**src/hw/rtl/srt_pkg.sv**
```systemverilog
package srt_pkg;

  localparam int DEPTH_DEFAULT = 16;
  localparam int MAX_RESULTS   = 16;
  localparam logic [19:0] MIN_RUN_RESET = 20'd7000;
  localparam logic [15:0] AGE_RESET     = 16'd100;

  typedef enum logic [1:0] {
    REQ_INSERT    = 2'd0,
    REQ_TICK      = 2'd1,
    REQ_FLUSH_OLD = 2'd2,
    REQ_FLUSH_ALL = 2'd3
  } req_t;

  typedef enum logic {
    KIND_REPORT = 1'b0,
    KIND_EMIT   = 1'b1
  } kind_t;

  typedef enum logic {
    REG_MIN_RUN = 1'b0,
    REG_AGE     = 1'b1
  } reg_idx_t;

  typedef enum logic [3:0] {
    ST_IDLE,
    ST_WALK_RD,
    ST_WALK_CHK,
    ST_SH_RD,
    ST_SH_WR,
    ST_INS_WR,
    ST_REPORT,
    ST_SCAN_RD,
    ST_SCAN_CHK,
    ST_EM_RD,
    ST_EM_OUT
  } state_t;

  typedef struct packed {
    logic [31:0] seq;
    logic [15:0] len;
    logic [7:0]  tag;
    logic [31:0] stamp;
  } entry_t;

endpackage

```
**src/hw/rtl/srt_mem.sv**
```systemverilog
module srt_mem
  import srt_pkg::*;
#(
  parameter int DEPTH = DEPTH_DEFAULT,
  localparam int AW = $clog2(DEPTH)
) (
  input  logic          clk,
  input  logic          wr_en,
  input  logic [AW-1:0] wr_addr,
  input  entry_t        wr_data,
  input  logic          rd_en,
  input  logic [AW-1:0] rd_addr,
  output entry_t        rd_data
);

  entry_t mem [DEPTH];
  entry_t rd_data_r;

  // write port
  always_ff @(posedge clk) begin
    if (wr_en) begin
      mem[wr_addr] <= wr_data;
    end
  end

  // registered read port, data holds while idle
  always_ff @(posedge clk) begin
    if (rd_en) begin
      rd_data_r <= mem[rd_addr];
    end
  end

  assign rd_data = rd_data_r;

endmodule

```
**src/hw/rtl/segment_reorder_table.sv**
```systemverilog
// Reorder table for up to TABLE_DEPTH segments kept sorted by unsigned sequence
// number in one single-port-read memory organized as a ring (head pointer plus
// fill count). One transaction is taken at a time. An insert walks W entries
// from the head and moves S entries up to open the slot; a flush of old entries
// scans every entry for age and then emits segments, a flush of all emits
// directly (at most 16 segments per request). Every memory access takes a read
// state and a use state. A full table drops the insert and reports it; results
// wait in one output register.
module segment_reorder_table
  import srt_pkg::*;
#(
  parameter int TABLE_DEPTH = DEPTH_DEFAULT
) (
  input  logic        clk,
  input  logic        rst_n,
  input  logic        in_valid,
  output logic        in_ready,
  input  logic [1:0]  in_req_type,
  input  logic [31:0] in_seg_seq,
  input  logic [15:0] in_seg_len,
  input  logic [7:0]  in_seg_handle,
  output logic        out_valid,
  input  logic        out_ready,
  output logic        out_result_kind,
  output logic        out_pivot_found,
  output logic [31:0] out_pivot_seq,
  output logic        out_insert_dropped,
  output logic [31:0] out_seq,
  output logic [15:0] out_len,
  output logic [7:0]  out_handle,
  output logic        out_last_of_run,
  input  logic        cfg_we,
  input  logic        cfg_index,
  input  logic [19:0] cfg_wdata
);

  localparam int IW = $clog2(TABLE_DEPTH);
  localparam int CW = $clog2(TABLE_DEPTH + 1);
  localparam int RW = 16 + IW;

  state_t state_r, state_nxt;

  logic [19:0]   min_run_r;
  logic [15:0]   age_limit_r;
  logic [CW-1:0] count_r;
  logic [IW-1:0] head_r;
  logic [31:0]   tick_r;

  logic [31:0]   req_seq_r;
  logic [15:0]   req_len_r;
  logic [7:0]    req_tag_r;
  logic          drop_r;

  logic [CW-1:0] idx_r;
  logic [CW-1:0] pos_r;
  logic [CW-1:0] ins_r;
  logic [CW-1:0] j_r;
  logic [31:0]   cur_seq_r;
  logic [15:0]   cur_len_r;
  logic [RW-1:0] run_r;
  logic          found_r;
  logic [31:0]   piv_seq_r;
  logic          have_r;
  logic [CW-1:0] piv_r;
  logic [CW-1:0] upto_r;
  logic [CW-1:0] emit_n_r;

  logic          out_valid_r;
  logic          kind_r;
  logic          pf_r;
  logic [31:0]   ps_r;
  logic          dr_r;
  logic [31:0]   os_r;
  logic [15:0]   ol_r;
  logic [7:0]    oh_r;
  logic          last_r;

  logic          mem_we, mem_re;
  logic [IW-1:0] mem_waddr, mem_raddr;
  entry_t        mem_wdata, mem_rdata;

  logic          slot_free;
  logic          accept;

  // map a logical index onto the ring
  function automatic logic [IW-1:0] phys(input logic [IW-1:0] h, input logic [CW-1:0] i);
    logic [CW:0] s;
    s = (CW+1)'(h) + (CW+1)'(i);
    if (s >= (CW+1)'(TABLE_DEPTH)) begin
      s = s - (CW+1)'(TABLE_DEPTH);
    end
    return s[IW-1:0];
  endfunction

  srt_mem #(.DEPTH(TABLE_DEPTH)) u_mem (
    .clk     (clk),
    .wr_en   (mem_we),
    .wr_addr (mem_waddr),
    .wr_data (mem_wdata),
    .rd_en   (mem_re),
    .rd_addr (mem_raddr),
    .rd_data (mem_rdata)
  );

  assign slot_free = !out_valid_r || out_ready;
  assign accept    = in_valid && in_ready;

  // walk step decisions
  logic          is_head;
  logic          step;
  logic          walk_more;
  logic [CW-1:0] idx_inc;
  logic [CW-1:0] new_pos;
  logic [31:0]   new_cur_seq;
  logic [CW-1:0] walk_ins;
  logic [RW-1:0] run_step;
  logic          contig;

  always_comb begin
    idx_inc     = CW'(idx_r + 1'b1);
    is_head     = (idx_r == '0);
    step        = !is_head && (mem_rdata.seq < req_seq_r);
    contig      = ((cur_seq_r + 32'(cur_len_r)) == mem_rdata.seq);
    run_step    = contig ? RW'(run_r + RW'(mem_rdata.len)) : RW'(mem_rdata.len);
    new_pos     = step ? idx_r : (is_head ? '0 : pos_r);
    new_cur_seq = (is_head || step) ? mem_rdata.seq : cur_seq_r;
    walk_more   = (is_head || step) && (idx_inc < count_r);
    walk_ins    = (new_cur_seq > req_seq_r) ? new_pos : CW'(new_pos + 1'b1);
  end

  // age test for the scan
  logic          is_old;
  logic [CW-1:0] n_emit;
  assign is_old = ((tick_r - mem_rdata.stamp) >= 32'(age_limit_r));

  // next state
  always_comb begin
    state_nxt = state_r;
    case (state_r)
      ST_IDLE: begin
        if (accept) begin
          case (req_t'(in_req_type))
            REQ_INSERT: begin
              if (count_r >= CW'(TABLE_DEPTH)) begin
                state_nxt = ST_REPORT;
              end else if (count_r == '0) begin
                state_nxt = ST_INS_WR;
              end else begin
                state_nxt = ST_WALK_RD;
              end
            end
            REQ_TICK:      state_nxt = ST_IDLE;
            REQ_FLUSH_OLD: state_nxt = (count_r == '0) ? ST_IDLE : ST_SCAN_RD;
            REQ_FLUSH_ALL: state_nxt = (count_r == '0) ? ST_IDLE : ST_EM_RD;
            default:       state_nxt = ST_IDLE;
          endcase
        end
      end
      ST_WALK_RD:  state_nxt = ST_WALK_CHK;
      ST_WALK_CHK: begin
        if (walk_more) begin
          state_nxt = ST_WALK_RD;
        end else if (count_r > walk_ins) begin
          state_nxt = ST_SH_RD;
        end else begin
          state_nxt = ST_INS_WR;
        end
      end
      ST_SH_RD: state_nxt = ST_SH_WR;
      ST_SH_WR: state_nxt = (CW'(j_r - 1'b1) > ins_r) ? ST_SH_RD : ST_INS_WR;
      ST_INS_WR: state_nxt = ST_REPORT;
      ST_REPORT: state_nxt = slot_free ? ST_IDLE : ST_REPORT;
      ST_SCAN_RD: state_nxt = ST_SCAN_CHK;
      ST_SCAN_CHK: begin
        if (idx_inc < count_r) begin
          state_nxt = ST_SCAN_RD;
        end else if (is_old ? (idx_r != '0) : (have_r && piv_r != '0)) begin
          state_nxt = ST_EM_RD;
        end else begin
          state_nxt = ST_IDLE;
        end
      end
      ST_EM_RD: state_nxt = ST_EM_OUT;
      ST_EM_OUT: begin
        if (slot_free) begin
          state_nxt = (idx_inc == emit_n_r) ? ST_IDLE : ST_EM_RD;
        end
      end
      default: state_nxt = ST_IDLE;
    endcase
  end

  // memory controls and handshake
  always_comb begin
    in_ready  = 1'b0;
    mem_re    = 1'b0;
    mem_raddr = phys(head_r, idx_r);
    mem_we    = 1'b0;
    mem_waddr = phys(head_r, ins_r);
    mem_wdata = '{seq: req_seq_r, len: req_len_r, tag: req_tag_r, stamp: tick_r};
    case (state_r)
      ST_IDLE:    in_ready = 1'b1;
      ST_WALK_RD,
      ST_SCAN_RD,
      ST_EM_RD:   mem_re = 1'b1;
      ST_SH_RD: begin
        mem_re    = 1'b1;
        mem_raddr = phys(head_r, CW'(j_r - 1'b1));
      end
      ST_SH_WR: begin
        mem_we    = 1'b1;
        mem_waddr = phys(head_r, j_r);
        mem_wdata = mem_rdata;
      end
      ST_INS_WR:  mem_we = 1'b1;
      default: begin
      end
    endcase
  end

  // limit a flush to the per-request result budget
  function automatic logic [CW-1:0] clip(input logic [CW-1:0] u);
    return (32'(u) > 32'(MAX_RESULTS)) ? CW'(MAX_RESULTS) : u;
  endfunction

  assign n_emit = clip(idx_r);

  always_ff @(posedge clk) begin
    if (!rst_n) begin
      state_r <= ST_IDLE;
    end else begin
      state_r <= state_nxt;
    end
  end

  // configuration registers
  always_ff @(posedge clk) begin
    if (!rst_n) begin
      min_run_r   <= MIN_RUN_RESET;
      age_limit_r <= AGE_RESET;
    end else if (cfg_we) begin
      case (reg_idx_t'(cfg_index))
        REG_MIN_RUN: min_run_r   <= cfg_wdata;
        REG_AGE:     age_limit_r <= cfg_wdata[15:0];
        default: begin
        end
      endcase
    end
  end

  // table bookkeeping and time
  always_ff @(posedge clk) begin
    if (!rst_n) begin
      count_r <= '0;
      head_r  <= '0;
      tick_r  <= '0;
    end else begin
      if (accept && req_t'(in_req_type) == REQ_TICK) begin
        tick_r <= tick_r + 32'd1;
      end
      if (state_r == ST_INS_WR) begin
        count_r <= CW'(count_r + 1'b1);
      end
      if (state_r == ST_EM_OUT && slot_free && idx_inc == emit_n_r) begin
        count_r <= CW'(count_r - emit_n_r);
        head_r  <= phys(head_r, emit_n_r);
      end
    end
  end

  // transaction datapath
  always_ff @(posedge clk) begin
    case (state_r)
      ST_IDLE: begin
        req_seq_r <= in_seg_seq;
        req_len_r <= in_seg_len;
        req_tag_r <= in_seg_handle;
        drop_r    <= (count_r >= CW'(TABLE_DEPTH));
        idx_r     <= '0;
        ins_r     <= '0;
        found_r   <= 1'b0;
        piv_seq_r <= '0;
        have_r    <= 1'b0;
        piv_r     <= '0;
        upto_r    <= count_r;
        emit_n_r  <= clip(count_r);
      end
      ST_WALK_CHK: begin
        if (is_head) begin
          run_r <= RW'(mem_rdata.len);
        end else if (step) begin
          run_r <= run_step;
          if (32'(run_step) >= 32'(min_run_r)) begin
            found_r   <= 1'b1;
            piv_seq_r <= mem_rdata.seq;
          end
        end
        if (is_head || step) begin
          cur_seq_r <= mem_rdata.seq;
          cur_len_r <= mem_rdata.len;
        end
        pos_r <= new_pos;
        idx_r <= idx_inc;
        ins_r <= walk_ins;
        j_r   <= count_r;
      end
      ST_SH_WR: j_r <= CW'(j_r - 1'b1);
      ST_SCAN_CHK: begin
        if (is_old) begin
          have_r <= 1'b1;
          piv_r  <= idx_r;
        end
        if (idx_inc < count_r) begin
          idx_r <= idx_inc;
        end else begin
          idx_r    <= '0;
          upto_r   <= is_old ? idx_r : piv_r;
          emit_n_r <= is_old ? n_emit : clip(piv_r);
        end
      end
      ST_EM_OUT: begin
        if (slot_free) begin
          idx_r <= idx_inc;
        end
      end
      default: begin
      end
    endcase
  end

  // output register
  always_ff @(posedge clk) begin
    if (!rst_n) begin
      out_valid_r <= 1'b0;
    end else if (state_r == ST_REPORT && slot_free) begin
      out_valid_r <= 1'b1;
    end else if (state_r == ST_EM_OUT && slot_free) begin
      out_valid_r <= 1'b1;
    end else if (out_ready) begin
      out_valid_r <= 1'b0;
    end
  end

  always_ff @(posedge clk) begin
    if (state_r == ST_REPORT && slot_free) begin
      kind_r <= KIND_REPORT;
      pf_r   <= found_r && !drop_r;
      ps_r   <= drop_r ? '0 : piv_seq_r;
      dr_r   <= drop_r;
      os_r   <= '0;
      ol_r   <= '0;
      oh_r   <= '0;
      last_r <= 1'b0;
    end else if (state_r == ST_EM_OUT && slot_free) begin
      kind_r <= KIND_EMIT;
      pf_r   <= 1'b0;
      ps_r   <= '0;
      dr_r   <= 1'b0;
      os_r   <= mem_rdata.seq;
      ol_r   <= mem_rdata.len;
      oh_r   <= mem_rdata.tag;
      last_r <= (idx_inc == upto_r);
    end
  end

  assign out_valid          = out_valid_r;
  assign out_result_kind    = kind_r;
  assign out_pivot_found    = pf_r;
  assign out_pivot_seq      = ps_r;
  assign out_insert_dropped = dr_r;
  assign out_seq            = os_r;
  assign out_len            = ol_r;
  assign out_handle         = oh_r;
  assign out_last_of_run    = last_r;

  // fill count stays within the table
  a_count_bound: assert property (@(posedge clk) disable iff (!rst_n)
    count_r <= CW'(TABLE_DEPTH))
    else $error("fill count beyond table depth");

  // a drop report only comes from a full table
  a_drop_full: assert property (@(posedge clk) disable iff (!rst_n)
    (state_r == ST_REPORT && drop_r) |-> (count_r == CW'(TABLE_DEPTH)))
    else $error("drop reported with room in table");

  // no memory write outside a running insert
  a_idle_nowrite: assert property (@(posedge clk) disable iff (!rst_n)
    (state_r == ST_IDLE) |-> !mem_we)
    else $error("memory written while idle");

  // closing a flush batch removes exactly the emitted entries
  a_flush_count: assert property (@(posedge clk) disable iff (!rst_n)
    (state_r == ST_EM_OUT && slot_free && idx_inc == emit_n_r) |=>
      (count_r == CW'($past(count_r) - $past(emit_n_r))))
    else $error("fill count wrong after flush");

endmodule
```
**config.mk**
```make
export PLATFORM = sky130hd
export DESIGN_NAME = segment_reorder_table
export DESIGN_NICKNAME = d
export VERILOG_FILES = /design/src/hw/rtl/srt_pkg.sv /design/src/hw/rtl/srt_mem.sv /design/src/hw/rtl/segment_reorder_table.sv
export SDC_FILE = /design/constraint.sdc
export NUM_CORES = 2
export LEC_CHECK = 0
export BUFFER_PORTS_ARGS = -buffer_cell sky130_fd_sc_hd__buf_2
export CAP_MARGIN = 20
export CORE_MARGIN = 3
export CORE_UTILIZATION = 35
export CTS_CLUSTER_SIZE = 20
export DETAILED_ROUTE_END_ITERATION = 10
export PLACE_DENSITY = 0.48
export SKIP_CTS_REPAIR_TIMING = 1
export SYNTH_ARGS = -nofsm -noshare
export SYNTH_HDL_FRONTEND = slang
export SYNTH_SLANG_ARGS = --single-unit
```
**constraint.sdc**
```tcl
create_clock -name clk -period 16.75 [get_ports clk]
set_input_delay 3.35 -clock clk [delete_from_list [all_inputs] [get_ports clk]]
set_output_delay 3.35 -clock clk [all_outputs]
set_load 0.02 [all_outputs]
```
==> reports/qor.yml <==
max_freq_ghz: 0.128
fin_worst_skew_ns: 0.0686
dpl_cell_area_um2: 83600
maxCapViolations: 0
grt_max_degree: 130
slew_viol_final: 0
grt_usage_pct: 19.2
die-area_um2: 230000
min_from: "out_seq[8]"
p_clk_share_pct: 34.7
ys_seq_area_share_pct: 69.6
cts_buffer_depth: 3
placed_cells: 7689
timing.final.crit_share_pct: 46.6
crit_required_ns: 17.52
min_period_ns: 7.81
r2r_cells: 25
post_drt_wl_per_cell_um: 27.6
cts_tree: "done"
min_to: "out_seq[8]"
netlist_instances: 4586
final_cell_mix: "edfxtp_1 (1724), nand2_1 (447), mux4_2 (440), clkbuf_16 (205), a21oi_1 (196)"
met1_usage_pct: 27.9
yosys_most_used_dff: "edfxtp_1"
synth-edff-count: 1724
grt_pass1_vias: 43600
root_buffer: "clkbuf_16"
grt_pass1_wl_um: 320000
power_mw: 12.6
final_common_cell: "edfxtp_1"
port_buffers: 177
slew-limit-headroom_pct: 25.5
die_w_um: 479
clock_latency_ns: 0.84
rsz0062_at_grt: "no"
reg2reg_from: "u_mem.rd_data[73]"
r2r-end: "state_r[1]"
syn_area_um2: 78400
p_leak_nw: 30.2
power_frac_comb_pct: 20.2
power_frac_seq_pct: 45.0
met2_usage_pct: 30.8
cp_max_fo: 19
die_h_um: 479
whs_path_depth: 2
hold_path_class: "reg -> reg"
antenna_found_initial: 8
path_class: "reg -> reg"
critical-path-top-delay-family: "compound AO/OA/AOI/OAI gates"
start_util_pct: 35.2
end_kind: "register"
syn_area_per_cell_um2: 17.1
ys_types: 80
dr.pass1.iters: 6
critPathLaunchType: "register"
finalHoldViolations: 0
yosys_register_bits: 1864
worst_ep_arrival_time_ns: 8.58
drive_gt1_share_pct: 23.0
htreeDepth: 4
drt_wl_total_um: 223000
cts_buffers: 203
ir_drop_mv: 0.107
clk_pin_slew_ns: 0.06
final-setup-viol-count: 0
pwr_density_cell_nw_per_um2: 140
areaGrowthSynthToFinish_pct: 15.0
gr-total-overflow: 0
fin_nets: 5207
core-area_um2: 223000
cpMostUsedCell: "a21o_1"
use_met3_pct: 2.55
synth_fp_nets: 4871
power.switching_mw: 3.49
ant_nets: 0
worst_pin_slew_ns: 1.12
cts.sinks: 1864
p_sw_share_pct: 27.7
cpMaxStageDelayCell: "a2111oi_0"
rows: 173
drt_iter0_drc: 3989
busiest_layer: "met2"
final_core_util_pct: 40.5
io_pins: 178
slowest_delay_ns: 0.66
viasPerCell: 5.30
path_buf_inv: 1
r2r_slack_ns: 8.94
tns_ns: 0
vias: 42800
drc: 0
status: "complete, no violations"
place.gp.congestion: 0.885
synthArstFlopShare_pct: 0
ys_warn_count: 0
dp_hpwl_um: 134000
final.fill_count: 20400
internal_power_mw: 9.11
stdcell_area_um2: 90100
stdcell_count: 8072
==> per-stage QoR <==
step	setup slack, ns	hold slack [ns]
6_report	8.94	0.450
5_1_grt	8.52	0.471
4_1_cts	8.98	0.453
3_5_place_dp	9.04	0.445
3_3_place_gp	9.01	0.439
2_1_floorplan	9.60	0.436
==> cells in the mapped netlist (5+ instances only) <==
| library cell | n | area share [%] |
|---|---|---|
| nor2b_1 | 23 | 0.18 |
| or2_2 | 9 | 0.072 |
| a211oi_1 | 18 | 0.17 |
| o41ai_1 | 5 | 0.056 |
| fa_1 | 7 | 0.18 |
| xnor2_1 | 78 | 0.87 |
| a21o_1 | 55 | 0.53 |
| o21a_1 | 23 | 0.22 |
| buf_1 | 8 | 0.038 |
| mux2i_1 | 23 | 0.29 |
| a211o_1 | 7 | 0.078 |
| and4_1 | 8 | 0.089 |
| nand4_1 | 30 | 0.24 |
| ha_1 | 194 | 3.1 |
| inv_1 | 150 | 0.72 |
| or3_1 | 8 | 0.064 |
| xor2_1 | 64 | 0.72 |
| a21oi_1 | 197 | 1.3 |
| nor3_1 | 35 | 0.22 |
| dfxtp_1 | 140 | 3.6 |
| nor3b_1 | 5 | 0.048 |
| nand3_1 | 54 | 0.34 |
| buf_2 | 15 | 0.096 |
| mux4_2 | 440 | 13 |
| o211ai_1 | 29 | 0.28 |
| o221ai_1 | 6 | 0.067 |
| a31oi_1 | 5 | 0.040 |
| and2_1 | 78 | 0.62 |
| mux2_4 | 16 | 0.31 |
| o21ai_0 | 146 | 0.93 |
| or4_1 | 8 | 0.077 |
| o21ai_1 | 9 | 0.057 |
| mux2_2 | 46 | 0.66 |
| nand2_1 | 448 | 2.1 |
| and3_1 | 17 | 0.14 |
| clkbuf_1 | 168 | 0.80 |
| edfxtp_1 | 1724 | 66 |
| nor4_1 | 15 | 0.12 |
| a221oi_1 | 5 | 0.056 |
| nor2_1 | 170 | 0.81 |
| nand2b_1 | 28 | 0.22 |
==> how the worst max path moves through the flow <==
stage	from	endpoint	depth (start not counted)
floorplan	cur_seq_r[0]	found_r	21
global placement	u_mem.rd_data[73]	state_r[1]	25
detailed placement	u_mem.rd_data[73]	state_r[1]	25
CTS	u_mem.rd_data[73]	state_r[1]	25
global route	u_mem.rd_data[73]	state_r[1]	25
finish	u_mem.rd_data[73]	state_r[1]	25
==> worst min-delay path: cells and delay by family, from the launching register on <==
family             cells  cell delay (ns)
and+or+nand+nor        1             0.05
DFF                    1             0.30
AOI/OAI and AO/OA      1             0.05
==> cell type report <==
cell class | count | area [um2] | area share, %
Tap cell | 2975 | 3720 | 4.13
Clock inverter | 110 | 1050 | 1.17
Clock buffer | 268 | 5430 | 6.02
Inverter | 151 | 569 | 0.632
Multi-Input combinational cell | 2377 | 22700 | 25.2
Antenna cell | 2 | 5.00 | 0.00555
Sequential cell | 1864 | 54600 | 60.6
Timing Repair Buffer | 325 | 2060 | 2.29
==> routing by layer <==
layer	wire length, um	part of all wire (%)
met4	4510	2.0
met5	0	0
met3	9740	4.4
met1	103000	46
met2	106000	47
==> flip-flops by register name, summed over array words and instances (netlist names), 20 cells and up <==
register       cells
u_mem.mem       1408
out_seq           32
u_mem.rd_data     88
min_run_r         20
tick_r            32
piv_seq_r         32
cur_seq_r         32
run_r             20
req_seq_r         32
out_pivot_seq     32
==> cells by family (layout without fill, tap and decap cells) <==
group | count (synthesis) | in the layout | synth area share, %
buffers and inverters | 345 | 854 | 1.70
adder cells (fa/ha/maj) | 201 | 201 | 3.28
XOR/XNOR | 142 | 142 | 1.59
other | 0 | 2 | 0
multiplexers | 525 | 525 | 13.9
flip-flops | 1864 | 1864 | 69.6
AO/OA/AOI/OAI | 560 | 560 | 4.35
AND/OR/NAND/NOR | 949 | 949 | 5.55
==> power by group through the flow <==
stage	logic, mW	clock network (mW)	registers (mW)
floorplan	1.74	0	5.73
global placement	2.59	0	5.77
detailed placement	2.59	0	5.77
CTS	2.60	4.49	5.68
global route	2.77	4.68	5.69
finish	2.55	4.38	5.67
No activity file was read; power rests on OpenSTA's default activity.
